File: src/cdq_pkg.sv
`default_nettype none

package cdq_pkg;

	// Field widths of one request and one result
	localparam int CMD_W      = 3;
	localparam int VAL_W      = 32;
	localparam int STAT_W     = 2;
	localparam int COUNT_W    = 7;
	localparam int S_TDATA_W  = 40;
	localparam int M_TDATA_W  = 48;

	// Command codes
	localparam logic [CMD_W-1:0] CMD_PUSH_FRONT = 3'd0;
	localparam logic [CMD_W-1:0] CMD_PUSH_REAR  = 3'd1;
	localparam logic [CMD_W-1:0] CMD_POP_FRONT  = 3'd2;
	localparam logic [CMD_W-1:0] CMD_POP_REAR   = 3'd3;
	localparam logic [CMD_W-1:0] CMD_LIST       = 3'd4;

	// Status codes
	localparam logic [STAT_W-1:0] STAT_OK    = 2'd0;
	localparam logic [STAT_W-1:0] STAT_FULL  = 2'd1;
	localparam logic [STAT_W-1:0] STAT_EMPTY = 2'd2;

	// Controller states
	typedef enum logic [1:0] {
		ST_IDLE = 2'b01,
		ST_READ = 2'b10
	} state_t;

endpackage

`default_nettype wire

File: src/circular_deque_top.sv
`default_nettype none

// Double-ended queue of DEPTH signed 32-bit words held in a single-port-read,
// single-port-write synchronous memory used as a ring. Each request pushes at
// the front or rear, pops from either end, or lists the contents front to rear.
// A push result goes straight to the output register; a pop result passes the
// memory read register, then the output register. A list of N elements gives
// one result per cycle unless the output stalls, paced by the one memory read
// port. Requests are taken one at a time: the next request is accepted once
// every result of the current one has reached the output register and that
// register is empty or being read in the same cycle, so a stalled master side
// also stalls the slave side. Errors (push on full, pop or list on empty) give
// one result with status full or empty and leave the state as it was.
// Undefined command codes are dropped without a result.
module circular_deque_top #(
	parameter int DEPTH = 64
) (
	input  wire                            clk,
	input  wire                            arst_n,
	input  wire                            s_tvalid,
	output logic                           s_tready,
	// [2:0] command, [34:3] push_value, [39:35] zero
	input  wire  [cdq_pkg::S_TDATA_W-1:0]  s_tdata,
	output logic                           m_tvalid,
	input  wire                            m_tready,
	// [1:0] status, [33:2] data_value, [40:34] element_count, [47:41] zero
	output logic [cdq_pkg::M_TDATA_W-1:0]  m_tdata,
	output logic                           m_tlast
);

	import cdq_pkg::*;

	localparam int IDX_W = (DEPTH > 1) ? $clog2(DEPTH) : 1;
	localparam int CNT_W = $clog2(DEPTH + 1);
	localparam int SUM_W = IDX_W + 1;

	// Ring storage and its registered read data
	logic [VAL_W-1:0] mem [DEPTH];
	logic [VAL_W-1:0] rd_data_q;

	state_t           state_q, state_d;
	logic [IDX_W-1:0] front_q, front_d;
	logic [CNT_W-1:0] occ_q, occ_d;
	logic [CNT_W-1:0] left_q, left_d;
	logic [IDX_W-1:0] slot_q, slot_d;

	logic              m_tvalid_q;
	logic [STAT_W-1:0] out_status_q, out_status_d;
	logic [VAL_W-1:0]  out_data_q, out_data_d;
	logic [COUNT_W-1:0] out_count_q;
	logic              out_last_q, out_last_d;
	logic              out_load;
	logic              out_free;

	logic              mem_we, mem_re;
	logic [IDX_W-1:0]  wr_addr, rd_addr;

	logic [CMD_W-1:0]  cmd;
	logic [VAL_W-1:0]  push_value;
	logic              accept;
	logic              full, empty;

	logic [IDX_W-1:0]  front_inc, front_dec, slot_inc;
	logic [SUM_W-1:0]  tail_sum, rear_sum;
	logic [IDX_W-1:0]  tail_slot, rear_slot;

	// Unpack request
	assign cmd        = s_tdata[CMD_W-1:0];
	assign push_value = s_tdata[CMD_W+VAL_W-1:CMD_W];

	assign out_free = !m_tvalid_q || m_tready;
	assign s_tready = (state_q == ST_IDLE) && out_free;
	assign accept   = s_tvalid && s_tready;

	assign full  = (occ_q == CNT_W'(DEPTH));
	assign empty = (occ_q == '0);

	// Ring index arithmetic, each wrap done with a compare and an add or subtract
	assign front_inc = (front_q == IDX_W'(DEPTH - 1)) ? '0 : front_q + IDX_W'(1);
	assign front_dec = (front_q == '0) ? IDX_W'(DEPTH - 1) : front_q - IDX_W'(1);
	assign slot_inc  = (slot_q == IDX_W'(DEPTH - 1)) ? '0 : slot_q + IDX_W'(1);

	assign tail_sum  = SUM_W'(front_q) + SUM_W'(occ_q);
	assign rear_sum  = tail_sum - SUM_W'(1);
	assign tail_slot = IDX_W'((tail_sum >= SUM_W'(DEPTH)) ? tail_sum - SUM_W'(DEPTH) : tail_sum);
	assign rear_slot = IDX_W'((rear_sum >= SUM_W'(DEPTH)) ? rear_sum - SUM_W'(DEPTH) : rear_sum);

	// Decode request and step through reads
	always_comb begin
		state_d      = state_q;
		front_d      = front_q;
		occ_d        = occ_q;
		left_d       = left_q;
		slot_d       = slot_q;
		mem_we       = 1'b0;
		mem_re       = 1'b0;
		wr_addr      = tail_slot;
		rd_addr      = front_q;
		out_load     = 1'b0;
		out_status_d = STAT_OK;
		out_data_d   = '0;
		out_last_d   = 1'b1;
		unique case (state_q)
			ST_IDLE: begin
				if (accept) begin
					unique case (cmd)
						CMD_PUSH_FRONT, CMD_PUSH_REAR: begin
							out_load = 1'b1;
							if (full) begin
								out_status_d = STAT_FULL;
							end else begin
								mem_we = 1'b1;
								occ_d  = occ_q + CNT_W'(1);
								if (empty) begin
									front_d = '0;
									wr_addr = '0;
								end else if (cmd == CMD_PUSH_FRONT) begin
									front_d = front_dec;
									wr_addr = front_dec;
								end
							end
						end
						CMD_POP_FRONT, CMD_POP_REAR: begin
							if (empty) begin
								out_load     = 1'b1;
								out_status_d = STAT_EMPTY;
							end else begin
								mem_re  = 1'b1;
								left_d  = CNT_W'(1);
								state_d = ST_READ;
								occ_d   = occ_q - CNT_W'(1);
								if (cmd == CMD_POP_REAR) begin
									rd_addr = rear_slot;
								end
								if (occ_q == CNT_W'(1)) begin
									front_d = '0;
								end else if (cmd == CMD_POP_FRONT) begin
									front_d = front_inc;
								end
							end
						end
						CMD_LIST: begin
							if (empty) begin
								out_load     = 1'b1;
								out_status_d = STAT_EMPTY;
							end else begin
								mem_re  = 1'b1;
								slot_d  = front_inc;
								left_d  = occ_q;
								state_d = ST_READ;
							end
						end
						default: ;
					endcase
				end
			end
			ST_READ: begin
				if (out_free) begin
					out_load   = 1'b1;
					out_data_d = rd_data_q;
					out_last_d = (left_q == CNT_W'(1));
					if (left_q == CNT_W'(1)) begin
						state_d = ST_IDLE;
					end else begin
						mem_re  = 1'b1;
						rd_addr = slot_q;
						slot_d  = slot_inc;
						left_d  = left_q - CNT_W'(1);
					end
				end
			end
			default: state_d = ST_IDLE;
		endcase
	end

	// Memory write and registered read
	always_ff @(posedge clk) begin
		if (mem_we) begin
			mem[wr_addr] <= push_value;
		end
		if (mem_re) begin
			rd_data_q <= mem[rd_addr];
		end
	end

	// Control state
	always_ff @(posedge clk or negedge arst_n) begin
		if (!arst_n) begin
			state_q    <= ST_IDLE;
			front_q    <= '0;
			occ_q      <= '0;
			left_q     <= '0;
			slot_q     <= '0;
			m_tvalid_q <= 1'b0;
		end else begin
			state_q <= state_d;
			front_q <= front_d;
			occ_q   <= occ_d;
			left_q  <= left_d;
			slot_q  <= slot_d;
			if (out_load) begin
				m_tvalid_q <= 1'b1;
			end else if (m_tready) begin
				m_tvalid_q <= 1'b0;
			end
		end
	end

	// Hold result payload until taken
	always_ff @(posedge clk) begin
		if (out_load) begin
			out_status_q <= out_status_d;
			out_data_q   <= out_data_d;
			out_count_q  <= COUNT_W'(occ_d);
			out_last_q   <= out_last_d;
		end
	end

	assign m_tvalid = m_tvalid_q;
	assign m_tlast  = out_last_q;
	assign m_tdata  = {(M_TDATA_W - STAT_W - VAL_W - COUNT_W)'(0),
		out_count_q, out_data_q, out_status_q};

endmodule

`default_nettype wire
File: config.mk
export PLATFORM = sky130hd
export DESIGN_NAME = circular_deque_top
export DESIGN_NICKNAME = d
export VERILOG_FILES = /design/src/cdq_pkg.sv /design/src/circular_deque_top.sv
export SDC_FILE = /design/constraint.sdc
export NUM_CORES = 2
export LEC_CHECK = 0
export BUFFER_PORTS_ARGS = -buffer_cell sky130_fd_sc_hd__buf_2
export CAP_MARGIN = 25
export CORE_AREA = 2 2 438 397
export DETAILED_ROUTE_END_ITERATION = 10
export DIE_AREA = 0 0 440 399
export PLACE_DENSITY = 0.75
export SLEW_MARGIN = 20
export SYNTH_ARGS = -nofsm -noshare
export SYNTH_HDL_FRONTEND = slang
export SYNTH_SLANG_ARGS = --single-unit
File: constraint.sdc
create_clock -name clk -period 4.3 [get_ports clk]
set_input_delay 0.215 -clock clk [delete_from_list [all_inputs] [get_ports clk]]
set_output_delay 0.215 -clock clk [all_outputs]
set_load 0.02 [all_outputs]
[Word-level counts from Yosys, hierarchy flattened]
Memory sizes are Yosys's and may differ from the RTL's. A register that Yosys moved wholly into a read port is not among the register bits.
Index checks and enable logic that the tools add are counted.
Word-level totals
  flip-flop bits (word level): 71
  RAM bits: 2048
  output and inout bits: 51
  logic and storage cells: 138
  memories: 1
Cells by class
  add/sub/neg operators: 10
  $lt $le $gt $ge: 2
  equality and inequality tests: 25
  mux-type cells: 71
  reduce and logical (&&, ||, !) cells: 19
Memory list
  mem: words 64, bits a word 32, read ports 1, clocked after memory_dff 1, write ports 1, line circular_deque_top.sv:38  | logic [VAL_W-1:0] mem [DEPTH];
Operators by type and width (number)
  2-to-1 mux 6 bit: 28
  2-to-1 mux 7 bit: 9
  one-hot mux 7 bit (2 select lines): 3
  one-hot mux 6 bit (2 select lines): 3
  subtractor 7 x 1 -> 7 bit, second input constant: 3
  subtractor 6 x 1 -> 6 bit, second input constant: 3
  2-to-1 mux 1 bit: 17
  != test 2 bit, second input constant: 8
  equality test 7 x 1 -> 1 bit, second input constant: 2
  >= comparator 7 bit, second input constant: 2
  AND reduction 7 bit: 2
  adder 6 x 1 -> 6 bit, second input constant: 2
  equality test 6 bit, second input constant: 2
  2-to-1 mux 2 bit: 6
  != test 3 bit, second input constant: 4
  one-hot mux 2 bit (2 select lines): 2
  adder 6 x 7 -> 7 bit: 1
  adder 7 x 1 -> 7 bit, second input constant: 1
  equality test 7 bit, second input constant: 1
  zero test 7 bit: 1
  equality test 3 x 2 -> 1 bit, second input constant: 2
  zero test 6 bit: 1
  one-hot mux 1 bit (2 select lines): 3
  AND reduction 6 bit: 1
  15 further kinds: 20

[Longest topological paths before layout]
  depth in word-level cells: 9
  gate-level depth with buffers: 16
  gate-level depth less buffers: 13

[Worst setup path after synthesis]
OpenSTA, ideal clock, no wires.
  kind: flip-flop to flip-flop
  start point: register occ_q[1]
  end point: memory mem[56][0] (enable)
  setup time: 421 ps
  arrival time: 3974 ps
  required time: 3879 ps
  setup slack: -95 ps
  stages on the path, launching flop included: 13
  period minus slack after synthesis: 4395 ps
  path through: dfrtp_1 inv_1 ha_1 nand2b_1 or2_2 nor3_1 nand2_1 nand2_1 nand2_1 and2_1 or3_1 clkbuf_1 nor2_1
Between the ends
  longest elaborated chain between the ends: 9
  elaborated cells between the ends (all ways): 18
RTL lines
  start: declaration: line circular_deque_top.sv:43  | logic [CNT_W-1:0] occ_q, occ_d;
  start signal: assignment: line circular_deque_top.sv:191  | occ_q <= '0;
  start signal: assignment: line circular_deque_top.sv:198  | occ_q <= occ_d;
  adder 6 x 7 -> 7 bit: line circular_deque_top.sv:83  | assign tail_sum = SUM_W'(front_q) + SUM_W'(occ_q);
  subtractor 6 x 1 -> 6 bit or >= comparator 7 bit (tied branches): line circular_deque_top.sv:85  | assign tail_slot = IDX_W'((tail_sum >= SUM_W'(DEPTH)) ? tail_sum - SUM_W'(DEPTH) : tail_sum);
  2-to-1 mux 6 bit: line circular_deque_top.sv:85
  2-to-1 mux 6 bit: line circular_deque_top.sv:117  | end else if (cmd == CMD_PUSH_FRONT) begin
  2-to-1 mux 6 bit: line circular_deque_top.sv:114  | if (empty) begin
  2-to-1 mux 6 bit: line circular_deque_top.sv:109  | if (full) begin
  2-to-1 mux 6 bit: line circular_deque_top.sv:106  | unique case (cmd)
  2-to-1 mux 6 bit: line circular_deque_top.sv:105  | if (accept) begin
  2-to-1 mux 6 bit: line circular_deque_top.sv:103  | unique case (state_q)
  end: declaration: line circular_deque_top.sv:38
Parallel ways exist; a longest one is shown, timed or not.

[Worst setup path after layout]
  start point: register front_q[0]
  end point: register rd_data_q[24], read port of mem, data pin
Between the ends
  longest elaborated chain between the ends: 9
  elaborated cells between the ends (all ways): 12
RTL lines
  start: declaration: line circular_deque_top.sv:42  | logic [IDX_W-1:0] front_q, front_d;
  start signal: assignment: line circular_deque_top.sv:197  | front_q <= front_d;
  adder 6 x 7 -> 7 bit: line circular_deque_top.sv:83
  subtractor 7 x 1 -> 7 bit: line circular_deque_top.sv:84  | assign rear_sum = tail_sum - SUM_W'(1);
  subtractor 6 x 1 -> 6 bit or >= comparator 7 bit (tied branches): line circular_deque_top.sv:86  | assign rear_slot = IDX_W'((rear_sum >= SUM_W'(DEPTH)) ? rear_sum - SUM_W'(DEPTH) : rear_sum);
  2-to-1 mux 6 bit: line circular_deque_top.sv:86
  2-to-1 mux 6 bit: line circular_deque_top.sv:132  | if (cmd == CMD_POP_REAR) begin
  2-to-1 mux 6 bit: line circular_deque_top.sv:124  | if (empty) begin
  2-to-1 mux 6 bit: line circular_deque_top.sv:106
  2-to-1 mux 6 bit: line circular_deque_top.sv:105
  one-hot mux 6 bit (2 select lines) (*): line circular_deque_top.sv:103
  end: declaration: line circular_deque_top.sv:39  | logic [VAL_W-1:0] rd_data_q;
Mark *: on every way between the ends. The rest lies on a longest branch, timed or not.
A chain may end at the register's enable or synchronous reset.

==> metrics.md <==
| Metric | Value |
|---|---|
| Io pins | 95 |
| Comb pwr share | 46.1% |
| Mapped Cells | 6090 |
| GP Congestion | approximately 0.88 |
| Post-synthesis async set-or-reset flop share | 1.35% |
| Hold Path Origin | s_tdata[28] |
| Die span in y | between 300 and 400 µm |
| Power, Total | approximately 0.076 W |
| Hold Path Sink | mem[58][25]$_DFFE_PP_ |
| DIE WIDTH | 440 µm |
| H-tree depth | 4 |
| Post-route cell area | between 90000 and 100000 µm² |
| Met3 usage | roughly 5.5% |
| Grt met2 use | around 41% |
| Die Footprint | between 150000 and 200000 µm² |
| Met1 Use GR | a little under two fifths |
| Root Driver | clkbuf_16 |
| Crit path launch | front_q[0]$_DFFE_PN0P_ |
| Maximum VDD drop | 0.000807 V |
| Internal power | about 0.045 W |
| Wire per inst | ~27 µm |
| Hold depth | 2 |
| Synthesized area | ~85000 µm² |
| Clk_lat worst skew | 0.86 ns |
| Hold violation count in the final report | 0 |
| Slew Viols, Final | 0 |
| Hold_ws | about 0.037 ns |
| Layout cells sized above 1 | between 10 and 15% |
| Register area share after synthesis | 75.8% |
| # port buffers | just over 80 |
| Worst path arrival time | just under 5 ns |
| Largest net degree at the start of global routing | 94 |
| CP max stage delay | between 0.5 and 0.6 ns |
| Most frequent cells in the layout | edfxtp_1 (2122), nand2_1 (1609), a21oi_1 (419), buf_4 (347), nand3_1 (275) |
| Gr ovfl total | 0 |
| First-pass GRT wire length | 349 mm |
| Flop-to-flop setup slack | 0.08 ns |
| Setup ws final | approximately 0.08 ns |
| Max-Cap Viols | 0 |
| Area after DPL | between 90000 and 100000 µm² |
| Vias in the first global route | 53400 |
| Tmin final | roughly 4.2 ns |
| Commonest non-fill, non-tap cell in the layout | edfxtp_1 |
| Startpoint class of the critical path | flop |
| GRT busiest layer | met2 |
| Syn_area_per_cell | about 14 µm² |
| Initial Utilization | ~50% |
| RR Startpoint | front_q[0]$_DFFE_PN0P_ |
| Clock network fraction of design power | 21.9% |
| Crit path max fanout | 20 |
| Total GRT Usage | between 20% and 30% |
| DRT Pass-1 Iters | 6 |
| Yosys warns | 0 |
| Drt total wl | ~240 mm |
| Achievable clock frequency | between 0.2 and 0.25 GHz |
| Initial antenna violation count | 1 |
| Net load switching power | ~0.030 W |
| CTS Buf Count | 194 |
| Worst path top cell family by delay | adder cells |
| Post-DRT Antenna Nets | 0 |
| Worst hold path class | in -> reg |
| Outcome | finished clean |
| Leak Pwr | 32.8 nW |
| Post-DP HPWL | 139 mm |
| Clock sinks | ~2200 |
| PD cells | 766 nW/µm² |
| Worst-Margin Slew | around 1 ns |
| Crit path buffers/inverters | 5 |
| Reg2Reg Depth | 15 |
| CP endpoint kind | flop |
| Synth unique cells | between 70 and 80 |
| Seq pwr share | 31.9% |
| Clk_skew | 0.0332 ns |
| Crit-path cells | ha_1, fa_1, inv_1, ha_1, or3_1, buf_4, nand3_4, buf_12, buf_16, buf_4, mux2i_1, a32oi_1, o211ai_1, and3_2, a311oi_1 |
| DR iter-0 viols | 8277 |
| Sw frac | between 40 and 50% |
| Ys flop type | edfxtp_1 |
| End of the worst register-to-register path | rd_data_q[24]$_DFFE_PP_ |
| CTS tree | yes |
| Required @ worst endpoint | just under 5 ns |
| # rows | between 100 and 150 |
| DR vias | 56500 |
| Final setup viols | 0 |
| CTS max path bufs | 3 |
| Crit path kind | reg -> reg |
| Drc violations | 0 |
| Slew HR | between 30% and 40% |
| Synthesis-to-layout area growth | 16.1% |
| Vias/cell | between 6 and 7 |
| RSZ-0062 raised after global routing | true |
| Core area | ~170000 µm² |
| Worst-path clk slew | roughly 0.06 ns |
| Post-synth EDFFs | roughly 2100 |
| Fin util | 57.8% |
| Tcrit/Tclk final | 98.1% |
| #FFs+latches synth | ~2200 |
| FILL cells | about 12000 |
| Max stage delay cell, worst path | fa_1 |
| Final Net Count | 6503 |
| Place WS | 0.0310 ns |
synthesized netlist by cell type, types with 9 or more instances:
library cell / count / area (µm²)
edfxtp_1: 2122 / 63700
nand2_1: 1610 / 6040
a21oi_1: 420 / 2100
nand3_1: 275 / 1380
a32oi_1: 244 / 2140
clkbuf_1: 233 / 875
a22oi_1: 154 / 1160
buf_2: 143 / 716
nor2_1: 111 / 417
and3_1: 106 / 663
a31oi_1: 71 / 444
a311oi_1: 61 / 534
o2111ai_1: 60 / 526
o211ai_1: 59 / 443
mux2i_1: 46 / 460
o21ai_0: 37 / 185
a32o_1: 32 / 320
a221oi_1: 31 / 272
buf_4: 30 / 225
buf_1: 28 / 105
dfrtp_1: 28 / 701
inv_1: 20 / 75.1
ha_1: 17 / 213
nor3_1: 14 / 70.1
xnor2_1: 11 / 96.3
o22ai_1: 9 / 56.3
kinds of logic (layout without fill, tap and decap cells):
family,after synthesis,in the layout,share of synthesized area (%)
buffers and inverters,459,953,2.41
adders and majority gates,18,18,0.274
DFF,2151,2151,75.8
muxes,52,52,0.661
xor gates and xnor gates,16,16,0.181
and+or+nand+nor,2165,2166,10.5
AOI/OAI and AO/OA,1228,1228,10.2
other,1,9,0.00441
power groups by stage:
stage          sequential (W)  combinational [W]  clock [W]
5_1_grt                0.0242             0.0367     0.0174
2_1_floorplan          0.0246             0.0186          0
4_1_cts                0.0241             0.0326     0.0166
3_5_place_dp           0.0246             0.0323          0
3_3_place_gp           0.0246             0.0314          0
6_report               0.0241             0.0349     0.0166
per-stage QoR:
stage               std cells  TNS (ns)
floorplan                6096    -34.94
global placement         8459    -0.138
detailed placement       8466         0
CTS                      8825         0
global route             8854    -0.119
finish                   8856         0
layer usage:
| metal | wire length [µm] | up-vias |
|---|---|---|
| met1 | 88800 | 27900 |
| met3 | 32600 | 557 |
| met5 | 0 | - |
| met2 | 109000 | 4150 |
| met4 | 11100 | 0 |
| li1 | - | 23900 |
worst register-to-register path, stage by stage (launching register included):
cell	delay, ns
dfrtp_1	0.38
ha_1	0.23
fa_1	0.54
inv_1	0.06
ha_1	0.29
or3_1	0.40
buf_4	0.16
nand3_4	0.15
buf_12	0.24
buf_16	0.23
buf_4	0.20
mux2i_1	0.10
a32oi_1	0.17
o211ai_1	0.20
and3_2	0.36
a311oi_1	0.30
worst max path at each step:
stage / to / slack, ns / cells after the start
3_5_place_dp: rd_data_q[28]$_DFFE_PP_ / 0.03 / 13
2_1_floorplan: mem[56][0]$_DFFE_PP_ / -0.09 / 12
3_3_place_gp: rd_data_q[4]$_DFFE_PP_ / -0.07 / 15
6_report: rd_data_q[24]$_DFFE_PP_ / 0.08 / 15
5_1_grt: rd_data_q[15]$_DFFE_PP_ / -0.05 / 15
4_1_cts: rd_data_q[21]$_DFFE_PP_ / 0.02 / 16
sequential cells by signal (all words and copies together), names as in the netlist:
name / cells
out_count_q: 7
slot_q: 6
occ_q: 7
rd_data_q: 32
out_data_q: 32
left_q: 7
state_q: 2
m_tvalid: 1
mem: 2048
out_status_q: 2
m_tlast: 1
front_q: 6
layout make-up:
class	instances	area, µm²	area share (%)
tap	2263	2830	2.87
timing repair buffer	587	6050	6.13
inverter	20	75.1	0.0761
antenna	2	5.00	0.00507
clock buffer	249	5100	5.17
sequential	2151	64400	65.3
multi-input combinational	3487	19300	19.6
clock inverter	97	833	0.845
repair_timing:
action,in CTS,in global routing
gates cloned,0,10
endpoints found under the hold margin,193,95
resized for setup,1,69
hold buffers,13,3
endpoints found under the setup margin,1,104
pin swaps,0,7
setup buffers,0,16
(Power assumes the default switching activity.)
